<file path="config.mk">
export PLATFORM = sky130hd
export DESIGN_NAME = utf8_stream_decoder_validator
export DESIGN_NICKNAME = d
export VERILOG_FILES = /design/src/hdl/u8dv_pkg.sv /design/src/hdl/u8dv_front.sv /design/src/hdl/u8dv_queue.sv /design/src/hdl/u8dv_back.sv /design/src/hdl/utf8_stream_decoder_validator.sv
export SDC_FILE = /design/constraint.sdc
export NUM_CORES = 1
export LEC_CHECK = 0
export ABC_CLOCK_PERIOD_IN_PS = 4900
export BUFFER_PORTS_ARGS = -buffer_cell sky130_fd_sc_hd__buf_4
export CAP_MARGIN = 20
export CORE_MARGIN = 2
export CORE_UTILIZATION = 35
export DETAILED_ROUTE_END_ITERATION = 10
export PLACE_DENSITY = 0.64
export REMOVE_ABC_BUFFERS = 1
export SYNTH_ARGS = -nofsm -noshare
export SYNTH_HDL_FRONTEND = slang
export SYNTH_HIERARCHICAL = 1
export SYNTH_SLANG_ARGS = --single-unit
</file>
<file path="constraint.sdc">
create_clock -name clk -period 4.9 [get_ports clk]
set_input_delay 0.245 -clock clk [delete_from_list [all_inputs] [get_ports clk]]
set_output_delay 0.245 -clock clk [all_outputs]
set_load 0.005 [all_outputs]
</file>
<file path="src/hdl/u8dv_pkg.sv">
// ----------------------------------------------------------------------------
// u8dv_pkg
// Shared types and constants of the UTF-8 stream decoder and validator.
// ----------------------------------------------------------------------------
package u8dv_pkg;

	localparam int CP_W    = 21;
	localparam int OFS_W   = 16;
	localparam int CNT_W   = 17;
	localparam int LEN_W   = 3;
	localparam int PEND_W  = 2;
	localparam int PAY_W   = 7;
	localparam int CNT_MAX = 131071;

	// depth of the queue between front and back
	localparam int Q_DEPTH = 4;
	localparam int Q_AW    = 2;

	// byte class, decided by the top bits
	typedef enum logic [2:0] {
		CLS_ASCII   = 3'd0,
		CLS_CONT    = 3'd1,
		CLS_START2  = 3'd2,
		CLS_START3  = 3'd3,
		CLS_START4  = 3'd4,
		CLS_INVALID = 3'd5
	} byte_cls_t;

	// error codes as reported on error_kind
	typedef enum logic [2:0] {
		ERR_NONE      = 3'd0,
		ERR_INVALID   = 3'd1,
		ERR_STRAY     = 3'd2,
		ERR_MID_START = 3'd3,
		ERR_TRUNC     = 3'd4
	} err_t;

	// classified request handed from front to back
	typedef struct packed {
		byte_cls_t        cls;
		logic [PAY_W-1:0] payload;
		logic             last;
	} item_t;

	// one result request
	typedef struct packed {
		logic             cp_ready;
		logic [CP_W-1:0]  code_point;
		logic [LEN_W-1:0] cp_length;
		logic [OFS_W-1:0] cp_start_offset;
		logic [CNT_W-1:0] cp_total;
		err_t             error_kind;
		logic             string_end;
		logic             string_valid;
	} result_t;

endpackage

</file>
<file path="src/hdl/u8dv_front.sv">
// ----------------------------------------------------------------------------
// u8dv_front
// Accepts raw bytes, classes them and holds one classified request in a
// register until the queue takes it.
// ----------------------------------------------------------------------------
module u8dv_front
	import u8dv_pkg::*;
(
	input  logic       clk,
	input  logic       arst_n,
	input  logic       push,
	output logic       full,
	input  logic [7:0] data_byte,
	input  logic       last_byte,
	output logic       q_push,
	output item_t      q_item,
	input  logic       q_full
);

	logic  valid_s1;
	item_t item_s1;
	item_t item_c;
	logic  advance;

	// class the byte and strip its marker bits
	always_comb begin
		item_c.last    = last_byte;
		item_c.payload = '0;
		case (data_byte) inside
			[8'h00:8'h7F]: begin
				item_c.cls     = CLS_ASCII;
				item_c.payload = data_byte[6:0];
			end
			[8'h80:8'hBF]: begin
				item_c.cls     = CLS_CONT;
				item_c.payload = {1'b0, data_byte[5:0]};
			end
			[8'hC0:8'hDF]: begin
				item_c.cls     = CLS_START2;
				item_c.payload = {2'b0, data_byte[4:0]};
			end
			[8'hE0:8'hEF]: begin
				item_c.cls     = CLS_START3;
				item_c.payload = {3'b0, data_byte[3:0]};
			end
			[8'hF0:8'hF7]: begin
				item_c.cls     = CLS_START4;
				item_c.payload = {4'b0, data_byte[2:0]};
			end
			default: begin
				item_c.cls = CLS_INVALID;
			end
		endcase
	end

	// stage register moves on when empty or when the queue takes it
	assign q_push  = valid_s1 && !q_full;
	assign advance = !valid_s1 || !q_full;
	assign full    = !advance;
	assign q_item  = item_s1;

	always_ff @(posedge clk or negedge arst_n) begin
		if (!arst_n) begin
			valid_s1 <= 1'b0;
		end else if (advance) begin
			valid_s1 <= push;
		end
	end

	always_ff @(posedge clk) begin
		if (advance && push) begin
			item_s1 <= item_c;
		end
	end

endmodule

</file>
<file path="src/hdl/u8dv_queue.sv">
// ----------------------------------------------------------------------------
// u8dv_queue
// Short queue of classified requests between front and back.
// ----------------------------------------------------------------------------
module u8dv_queue
	import u8dv_pkg::*;
(
	input  logic  clk,
	input  logic  arst_n,
	input  logic  wr_en,
	input  item_t wr_item,
	output logic  q_full,
	input  logic  rd_en,
	output item_t rd_item,
	output logic  q_empty
);

	item_t          slot_q [Q_DEPTH];
	logic [Q_AW-1:0] wr_ptr_q;
	logic [Q_AW-1:0] rd_ptr_q;
	logic [Q_AW:0]   count_q;

	assign q_full  = (count_q == (Q_AW+1)'(Q_DEPTH));
	assign q_empty = (count_q == '0);
	assign rd_item = slot_q[rd_ptr_q];

	// pointers and fill count
	always_ff @(posedge clk or negedge arst_n) begin
		if (!arst_n) begin
			wr_ptr_q <= '0;
			rd_ptr_q <= '0;
			count_q  <= '0;
		end else begin
			if (wr_en) begin
				wr_ptr_q <= wr_ptr_q + 1'b1;
			end
			if (rd_en) begin
				rd_ptr_q <= rd_ptr_q + 1'b1;
			end
			if (wr_en && !rd_en) begin
				count_q <= count_q + 1'b1;
			end else if (rd_en && !wr_en) begin
				count_q <= count_q - 1'b1;
			end
		end
	end

	// storage
	always_ff @(posedge clk) begin
		if (wr_en) begin
			slot_q[wr_ptr_q] <= wr_item;
		end
	end

endmodule

</file>
<file path="src/hdl/u8dv_back.sv">
// ----------------------------------------------------------------------------
// u8dv_back
// Sequence state of the decoder: gathers payload bits, tracks offsets,
// counts code points, keeps the first error and registers the result.
// ----------------------------------------------------------------------------
module u8dv_back
	import u8dv_pkg::*;
#(
	parameter int MAX_STRING_BYTES = 65536
) (
	input  logic    clk,
	input  logic    arst_n,
	input  logic    q_empty,
	input  item_t   q_item,
	output logic    q_pop,
	output logic    out_valid,
	output result_t out_res,
	input  logic    pop
);

	localparam logic [CNT_W-1:0] SAT_LIMIT = (MAX_STRING_BYTES < CNT_MAX) ?
		CNT_W'(MAX_STRING_BYTES) : CNT_W'(CNT_MAX);

	logic [PEND_W-1:0] pend_q;
	logic [LEN_W-1:0]  slen_q;
	logic [CP_W-1:0]   acc_q;
	logic [OFS_W-1:0]  spos_q;
	logic [CNT_W-1:0]  bpos_q;
	logic [CNT_W-1:0]  cnt_q;
	err_t              ferr_q;
	logic              out_valid_q;
	result_t           res_q;

	logic [PEND_W-1:0] pend_n;
	logic [LEN_W-1:0]  slen_n;
	logic [CP_W-1:0]   acc_n;
	logic [OFS_W-1:0]  spos_n;
	logic [CNT_W-1:0]  bpos_n;
	logic [CNT_W-1:0]  cnt_n;
	err_t              ferr_n;
	err_t              ferr_mid;
	err_t              err_c;
	logic [CP_W-1:0]   acc_sh;
	result_t           res_c;

	// take a request when the output register is free or being emptied
	assign q_pop     = !q_empty && (!out_valid_q || pop);
	assign out_valid = out_valid_q;
	assign out_res   = res_q;
	assign acc_sh    = {acc_q[CP_W-7:0], q_item.payload[5:0]};

	// next state and result for the request at the queue head
	always_comb begin
		pend_n = pend_q;
		slen_n = slen_q;
		acc_n  = acc_q;
		spos_n = spos_q;
		err_c  = ERR_NONE;
		res_c  = '0;
		case (q_item.cls)
			CLS_ASCII: begin
				if (pend_q != '0) begin
					err_c = ERR_MID_START;
				end
				pend_n                = '0;
				slen_n                = '0;
				acc_n                 = '0;
				res_c.cp_ready        = 1'b1;
				res_c.code_point      = CP_W'(q_item.payload);
				res_c.cp_length       = LEN_W'(1);
				res_c.cp_start_offset = bpos_q[OFS_W-1:0];
			end
			CLS_CONT: begin
				if (pend_q == '0) begin
					err_c = ERR_STRAY;
				end else begin
					pend_n = pend_q - 1'b1;
					acc_n  = acc_sh;
					if (pend_q == PEND_W'(1)) begin
						res_c.cp_ready        = 1'b1;
						res_c.code_point      = acc_sh;
						res_c.cp_length       = slen_q;
						res_c.cp_start_offset = spos_q;
						slen_n                = '0;
						acc_n                 = '0;
					end
				end
			end
			CLS_START2, CLS_START3, CLS_START4: begin
				if (pend_q != '0) begin
					err_c = ERR_MID_START;
				end
				if (q_item.cls == CLS_START2) begin
					pend_n = PEND_W'(1);
					slen_n = LEN_W'(2);
				end else if (q_item.cls == CLS_START3) begin
					pend_n = PEND_W'(2);
					slen_n = LEN_W'(3);
				end else begin
					pend_n = PEND_W'(3);
					slen_n = LEN_W'(4);
				end
				acc_n  = CP_W'(q_item.payload);
				spos_n = bpos_q[OFS_W-1:0];
			end
			default: begin
				err_c  = ERR_INVALID;
				pend_n = '0;
				slen_n = '0;
				acc_n  = '0;
			end
		endcase

		// sticky first error, then truncation at the end of the string
		ferr_mid = (ferr_q == ERR_NONE) ? err_c : ferr_q;
		if (q_item.last && pend_n != '0 && ferr_mid == ERR_NONE) begin
			ferr_n = ERR_TRUNC;
		end else begin
			ferr_n = ferr_mid;
		end

		// saturating counters
		cnt_n  = (res_c.cp_ready && cnt_q < SAT_LIMIT) ? cnt_q + 1'b1 : cnt_q;
		bpos_n = (bpos_q < SAT_LIMIT) ? bpos_q + 1'b1 : bpos_q;

		res_c.cp_total     = cnt_n;
		res_c.error_kind   = ferr_n;
		res_c.string_end   = q_item.last;
		res_c.string_valid = q_item.last && (ferr_n == ERR_NONE);
	end

	// sequence state, cleared at the end of each string
	always_ff @(posedge clk or negedge arst_n) begin
		if (!arst_n) begin
			pend_q <= '0;
			slen_q <= '0;
			acc_q  <= '0;
			spos_q <= '0;
			bpos_q <= '0;
			cnt_q  <= '0;
			ferr_q <= ERR_NONE;
		end else if (q_pop) begin
			if (q_item.last) begin
				pend_q <= '0;
				slen_q <= '0;
				acc_q  <= '0;
				spos_q <= '0;
				bpos_q <= '0;
				cnt_q  <= '0;
				ferr_q <= ERR_NONE;
			end else begin
				pend_q <= pend_n;
				slen_q <= slen_n;
				acc_q  <= acc_n;
				spos_q <= spos_n;
				bpos_q <= bpos_n;
				cnt_q  <= cnt_n;
				ferr_q <= ferr_n;
			end
		end
	end

	// output register valid flag
	always_ff @(posedge clk or negedge arst_n) begin
		if (!arst_n) begin
			out_valid_q <= 1'b0;
		end else if (q_pop) begin
			out_valid_q <= 1'b1;
		end else if (pop) begin
			out_valid_q <= 1'b0;
		end
	end

	// output register payload
	always_ff @(posedge clk) begin
		if (q_pop) begin
			res_q <= res_c;
		end
	end

endmodule

</file>
<file path="src/hdl/utf8_stream_decoder_validator.sv">
// ----------------------------------------------------------------------------
// utf8_stream_decoder_validator
// Decodes and checks a UTF-8 byte string, one byte per request.
// ----------------------------------------------------------------------------
// Input channel: drive data_byte and last_byte, raise push; the byte is taken
// on a clock edge with push high and full low. last_byte marks the final
// byte of a string.
// Result channel: one result per byte. While empty is low the oldest result
// sits on the result ports; it is taken on an edge with pop high.
// A result carries the completed code point (cp_ready, code_point, cp_length,
// cp_start_offset), the running code point count, the first error of the
// string so far, and on the last byte string_end and string_valid.
// Path: a taken byte passes the class register, the queue and the result
// register in that order before its result shows on the result ports.
// Throughput: one byte per cycle while full stays low; the sequence update
// in the back part is combinational, so it does not hold the rate below that.
// Stall: if pop stays low the result register holds, the queue fills, and
// full rises once the queue and the class register are occupied.
// Reset: arst_n clears all sequence state, counters, the queue and the
// result valid flag; decoding starts at a fresh string. State also returns to
// zero after each string's last byte.
// ----------------------------------------------------------------------------
module utf8_stream_decoder_validator
	import u8dv_pkg::*;
#(
	parameter int MAX_STRING_BYTES = 65536
) (
	input  logic              clk,
	input  logic              arst_n,
	input  logic              push,
	output logic              full,
	input  logic [7:0]        data_byte,
	input  logic              last_byte,
	output logic              empty,
	input  logic              pop,
	output logic              cp_ready,
	output logic [CP_W-1:0]   code_point,
	output logic [LEN_W-1:0]  cp_length,
	output logic [OFS_W-1:0]  cp_start_offset,
	output logic [CNT_W-1:0]  cp_total,
	output logic [2:0]        error_kind,
	output logic              string_end,
	output logic              string_valid
);

	logic    q_push;
	logic    q_full;
	logic    q_pop;
	logic    q_empty;
	item_t   q_wr_item;
	item_t   q_rd_item;
	logic    out_valid;
	result_t out_res;

	// classify incoming bytes
	u8dv_front u_front (
		.clk       (clk),
		.arst_n    (arst_n),
		.push      (push),
		.full      (full),
		.data_byte (data_byte),
		.last_byte (last_byte),
		.q_push    (q_push),
		.q_item    (q_wr_item),
		.q_full    (q_full)
	);

	// decouple front and back
	u8dv_queue u_queue (
		.clk     (clk),
		.arst_n  (arst_n),
		.wr_en   (q_push),
		.wr_item (q_wr_item),
		.q_full  (q_full),
		.rd_en   (q_pop),
		.rd_item (q_rd_item),
		.q_empty (q_empty)
	);

	// decode sequences and form results
	u8dv_back #(
		.MAX_STRING_BYTES (MAX_STRING_BYTES)
	) u_back (
		.clk       (clk),
		.arst_n    (arst_n),
		.q_empty   (q_empty),
		.q_item    (q_rd_item),
		.q_pop     (q_pop),
		.out_valid (out_valid),
		.out_res   (out_res),
		.pop       (pop)
	);

	// result ports
	assign empty           = !out_valid;
	assign cp_ready        = out_res.cp_ready;
	assign code_point      = out_res.code_point;
	assign cp_length       = out_res.cp_length;
	assign cp_start_offset = out_res.cp_start_offset;
	assign cp_total        = out_res.cp_total;
	assign error_kind      = out_res.error_kind;
	assign string_end      = out_res.string_end;
	assign string_valid    = out_res.string_valid;

	// a valid string ends with no error recorded
	a_valid_no_error: assert property (@(posedge clk) disable iff (!arst_n)
		(!empty && string_valid) |-> (string_end && error_kind == ERR_NONE))
		else $error("string_valid with an error or off the last byte");

	// a code point is reported exactly when a length is given
	a_ready_len: assert property (@(posedge clk) disable iff (!arst_n)
		!empty |-> (cp_ready == (cp_length != '0)))
		else $error("cp_ready and cp_length disagree");

	// the back part never reads from an empty queue
	a_pop_nonempty: assert property (@(posedge clk) disable iff (!arst_n)
		q_pop |-> !q_empty)
		else $error("queue read while empty");

	// the front only reports full while the queue is full
	a_full_queue: assert property (@(posedge clk) disable iff (!arst_n)
		full |-> q_full)
		else $error("full raised with room in the queue");

endmodule
</file>
# After elaboration in Yosys (flattened, before gate mapping)
# Memories as Yosys holds them, arrays and structs flattened.
# Index checks and enable logic that the tools add are counted.
dict set report totals {
  ff_bits 156
  ramBits 44
  output_inout_bits 65
  n_memories 1
}
dict set report op_classes {
  addsub 7
  magnitude_cmp 12
  n_eq_ne 8
  n_mux 45
  reduce_logical 43
}
# name depth word_bits rd rd_clocked_by_memory_dff wr line_no
set memory_table {}
lappend memory_table {u_queue.slot_q 4 11 1 0 1 u8dv_queue.sv:18} ;# item_t slot_q [Q_DEPTH];
# cell count
set op_table {}
lappend op_table {{$mux 41} 2}
lappend op_table {{$pmux 41 s2} 1}
lappend op_table {{$mux 17} 4}
lappend op_table {{$mux 15} 3}
lappend op_table {{$add 17x1->17 const B} 2}
lappend op_table {{$lt 17x17->1 const B} 2}
lappend op_table {{$mux 3} 11}
lappend op_table {{$ge 8x8->1 const B} 4}
lappend op_table {{$le 8x8->1 const B} 4}
lappend op_table {{$mux 16} 2}
lappend op_table {{$pmux 15 s2} 1}
lappend op_table {{$mux 7} 3}
lappend op_table {{$logic_not 3->1} 5}
lappend op_table {{$logic_and 1x1->1} 14}
lappend op_table {{$mux 2} 7}
lappend op_table {{$pmux 3 s2} 2}
lappend op_table {{$reduce_bool 2->1} 6}
lappend op_table {{$ge 8x1->1 const B} 1}
lappend op_table {{$le 8x7->1 const B} 1}
lappend op_table {{$reduce_or 4->1} 2}
lappend op_table {{$logic_not 1->1} 7}
lappend op_table {{$mux 1} 7}
lappend op_table {{$eq 3x2->1 const B} 2}
lappend op_table {{$eq 3x3->1 const B} 2}
lappend op_table {{other kinds (16)} 20}

# Depth between registers and ports, before layout
# An unclocked memory read counts as a cell.
dict set report logic_depth {
  ltp_word 11
  mapped_depth 12
  mapped_depth_nobuf 11
}

# Hierarchy
# The synthesis kept the hierarchy.
# module n_inst cells_each area_each_um2 seq_area_each_um2
set by_module_without_submodules {}
lappend by_module_without_submodules {u8dv_back 1 529 6237.2 3743.6}
lappend by_module_without_submodules {u8dv_queue 1 91 1986.9 1496.4}
lappend by_module_without_submodules {u8dv_front 1 30 471.7 355.3}
lappend by_module_without_submodules {utf8_stream_decoder_validator 1 1 3.8 0.0}

# Worst setup path before layout
# Ideal clock, no wire load.
dict set report synth_timing {
  path_kind {register to register}
  startpoint {reg u_queue.count_q[0]}
  endpoint {reg u_queue.count_q[1]}
  t_arrival_ns 4.064
  t_required_ns 4.775
  slack_ns 0.712
  path_stages_with_launch 11
  n_path_buf 1
  synth_period_minus_slack_ns 4.188
  cell_sequence {dfrtp_1 > nor3_1 > inv_1 > nand2_1 > inv_1 > clkbuf_1 > inv_1 > ha_1 > inv_1 > fa_1 > mux2_2}
}
dict set report synth_via {
  elab_chain_len 6
  word_cells_on_any_way 15
}
# item line_no
set synth_rtl {}
lappend synth_rtl {{start, declared} u8dv_queue.sv:21} ;# logic [Q_AW:0] count_q;
lappend synth_rtl {{start signal, assigned} u8dv_queue.sv:41} ;# count_q <= count_q + 1'b1;
lappend synth_rtl {{start signal, assigned} u8dv_queue.sv:43} ;# count_q <= count_q - 1'b1;
lappend synth_rtl {{$logic_not 3->1 (*)} u8dv_queue.sv:24} ;# assign q_empty = (count_q == '0);
lappend synth_rtl {{net q_empty} utf8_stream_decoder_validator.sv:49} ;# logic q_empty;
lappend synth_rtl {{$logic_not 1->1 (*)} u8dv_back.sv:47} ;# assign q_pop = !q_empty && (!out_valid_q || pop);
lappend synth_rtl {{$logic_and 1x1->1 (*)} u8dv_back.sv:47}
lappend synth_rtl {{net q_pop} utf8_stream_decoder_validator.sv:48} ;# logic q_pop;
lappend synth_rtl {{$logic_not 1->1} u8dv_queue.sv:40} ;# if (wr_en && !rd_en) begin
lappend synth_rtl {{$logic_and 1x1->1} u8dv_queue.sv:40}
lappend synth_rtl {{$mux 3 / $reduce_bool 2->1 (equally long branches)} --}
# Mark *: on every way through the listed nets, which the timed path passes. The rest lies on a longest branch. The select of a mux whose other input is x is not followed.
# A chain may end at the register's enable or synchronous reset.

==> out/metrics.cfg <==
[run_status]
run_status = finished, final reports clean

[sta]
setup_viol = 0
final.period_utilization_pct = 65.4
finalHoldViolCount = 0
rsz0062_at_grt = false
tightest_slew_ns = 1.00
fin_skew_ns = 0.0115
slew_viol_final = 0
fin_tns_setup_ns = 0
max_freq_mhz = 312
fin_crit_ns = 3.21
slew_headroom_pct = 33.1

[critical_path]
worstPathArrival_ns = 3.53
startpoint = u_queue/rd_ptr_q[1]$_DFFE_PN0P_
cp_max_fo = 13
worstReg2RegStart = u_queue/rd_ptr_q[1]$_DFFE_PN0P_
r2r_setup_slack_ns = 1.69
required_ns = 5.22
worst_setup_path_end_kind = flip-flop
critical_path.endpoint = u_back/cnt_q[12]$_DFFE_PN0P_
crit_type = flip-flop to flip-flop
r2r-end = u_back/cnt_q[12]$_DFFE_PN0P_
reg2reg_depth = 5
start_kind = flip-flop

[route]
drc = 0
postRouteWirelength_mm = 17.1
routedWlPerCell_um = 16.2
num_vias = 5372
drtIter0Drc = 476
drt.antenna.violating_nets = 0
drtPass1Iterations = 5
vias_per_cell = 5.09

[finish]
area_growth_pct = 17.0
drive_gt1_share_pct = 20.8
fin_nets = 739
antenna_cells = 0

[floorplanning]
die-width_um = 162
core_um2 = 24400
row_count = 57
initial_utilization_pct = 35.7
fp.dieArea_um2 = 26100
io-pin-count = 78
die_y_um = 162

[cts]
numCtsBuffers = 17
cts.sinks = 200
cts_htree_levels = 4
cts_root_buf = clkbuf_16
tritoncts = done
clk_pin_slew_worst_paths_ns = 0.07
cts_hold_buffers = 3
clk_latency_ns = 0.44
clock_path_buffers = 2
postCtsResizedCells = 0
cts_setup_buffers = 0

[logic_synthesis]
synth_common_cells = edfxtp_1, dfrtp_1, nand2_1, a22o_1, clkbuf_1
async_flop_share_pct = 41.0
synth.most_common_cell = edfxtp_1
synth_area_leaders = edfxtp_1, dfrtp_1, a22o_1
synth_edf_count = 118
ys_types = 68
synth_flop_cell = edfxtp_1
avgSynthCellArea_um2 = 13.4
syn_area_um2 = 8700
netlist.area_leader.share_pct = 40.7
yosys_warnings = 6
yosysTopAreaCell = edfxtp_1
synth_cells = 651
yosysSeqAreaShare_pct = 64.3
synth_seq_cells = 200

[hold_path]
hp-class = input pin to flip-flop

[pwr]
seq_power_share_pct = 44.9
netSwitchingPower_uw = 1930
switching_share_pct = 34.3
p_per_area_nw_per_um2 = 553
internal-power_uw = 3700
combPwrFrac_pct = 31.0
power_uw = 5630
pwr-share-clk_pct = 24.1
power_leakage_uw = 0.00396
ir_drop_v = 0.000235

[global_routing]
grt_start_max_net_pins = 82
grt_pass1_vias = 5184
grt_pass1_wl_mm = 27.6
grtUsageTotal_pct = 13.4
grt-ovfl-total = 0
antenna_found_initial = 0

[placed_design]
io_buffers = 77
hpwl_mm = 11.3
gp_congestion = 0.794

[job]
drv_cap = 0

==> state kept, by name (all words and copies together), names as in the netlist <==
register and count:
u_back/acc_q 15, u_back/bpos_q 17, u_back/cnt_q 17, u_back/ferr_q 3, u_back/out_res 63, u_back/out_valid 1
u_back/pend_q 2, u_back/slen_q 3, u_back/spos_q 16, u_front/q_item 11, u_front/valid_s1 1, u_queue/count_q 3
u_queue/rd_ptr_q 2, u_queue/slot_q 44, u_queue/wr_ptr_q 2
==> worst min path at each step <==
stage / end / from / slack [ns] / depth (start not counted)
final: u_front/q_item[3]$_DFFE_PP_ / data_byte[2] / 0.09 / 2
after global routing: u_front/q_item[3]$_DFFE_PP_ / data_byte[2] / 0.07 / 2
after CTS: u_front/q_item[3]$_DFFE_PP_ / data_byte[2] / 0.08 / 2
after detailed placement: u_back/spos_q[0]$_DFFE_PN0P_ / arst_n / 0.24 / 1
after global placement: u_back/spos_q[0]$_DFFE_PN0P_ / arst_n / 0.25 / 1
after floorplan: u_back/acc_q[0]$_DFFE_PN0P_ / arst_n / -0.05 / 0
==> cell families (layout without fill, tap and decap cells) <==
group,after synthesis,after routing,share of synthesized area (%)
flip-flops,200,200,64.3
AND/OR/NAND/NOR,191,191,12.1
AO/OA/AOI/OAI,140,140,12.4
buffers and inverters,66,146,3.19
multiplexers,24,24,4.50
XOR/XNOR,22,22,2.21
adder cells (fa/ha/maj),8,8,1.24
==> metrics by stage <==
step / cell area (um^2) / cells / worst slack (ns) / hold WS (ns) / util (%)
after floorplan: 8510 / 608 / 0.635 / -0.0506 / -
after global placement: 9580 / 1020 / 1.78 / 0.245 / 39.3
after detailed placement: 9580 / 1020 / 1.69 / 0.241 / 39.3
after CTS: 10200 / 1055 / 1.68 / 0.0750 / 41.7
after global routing: 10200 / 1055 / 1.45 / 0.0702 / 41.7
final: 10200 / 1055 / 1.69 / 0.0900 / 41.7
==> cell usage in the layout (no fill, tap or decap), types with 4 or more instances in the layout <==
cell	netlist	layout
o21ai_0	28	28
nor2_1	14	13
and3_1	5	5
mux4_2	8	8
buf_4	0	88
a211o_1	4	4
clkbuf_16	0	17
edfxtp_1	118	118
o211ai_1	5	5
a22o_1	42	42
and2_1	32	32
inv_1	23	22
dfrtp_1	82	82
o31ai_1	8	8
xor2_1	11	11
nand4_1	10	10
xnor2_1	11	11
nor3_1	14	13
nor4_1	7	7
nand3_1	18	18
nand2b_1	6	6
or4_1	8	8
or2_2	4	4
or3_1	5	5
nand2_1	45	45
mux2i_1	11	11
inv_8	0	4
nor2b_1	7	7
ha_1	7	7
a21oi_1	18	18
==> cell type report <==
| type | instances | area [um^2] |
|---|---|---|
| fill | 2287 | 14200 |
| sequential | 200 | 5600 |
| multi-input combinational | 385 | 2830 |
| timing repair buffer | 91 | 691 |
| clock buffer | 18 | 429 |
| tap | 324 | 405 |
| clock inverter | 14 | 140 |
| inverter | 23 | 87.6 |
==> critical path: stages (launching register included) <==
cell and delay [ns]:
dfrtp_1 0.67, mux4_1 0.59, or3_1 0.64, a2111oi_4 0.72, nand2_2 0.13, a221o_1 0.34
==> power by group through the flow <==
stage | logic (uW) | clock network [uW] | registers (uW)
2_1_floorplan | 1040 | 0 | 2530
3_3_place_gp | 1740 | 0 | 2560
3_5_place_dp | 1770 | 0 | 2570
4_1_cts | 1770 | 1390 | 2540
5_1_grt | 1940 | 1460 | 2580
6_report | 1750 | 1360 | 2530
==> routing by layer <==
| metal | GRT usage, % | vias up | routed length, um |
|---|---|---|---|
| li1 | - | 2588 | - |
| met1 | 18.5 | 2641 | 7940 |
| met2 | 21.1 | 125 | 8120 |
| met3 | 2.91 | 18 | 772 |
| met4 | 4.38 | 0 | 233 |
| met5 | 0 | - | 0 |
No activity file was read; power rests on OpenSTA's default activity.
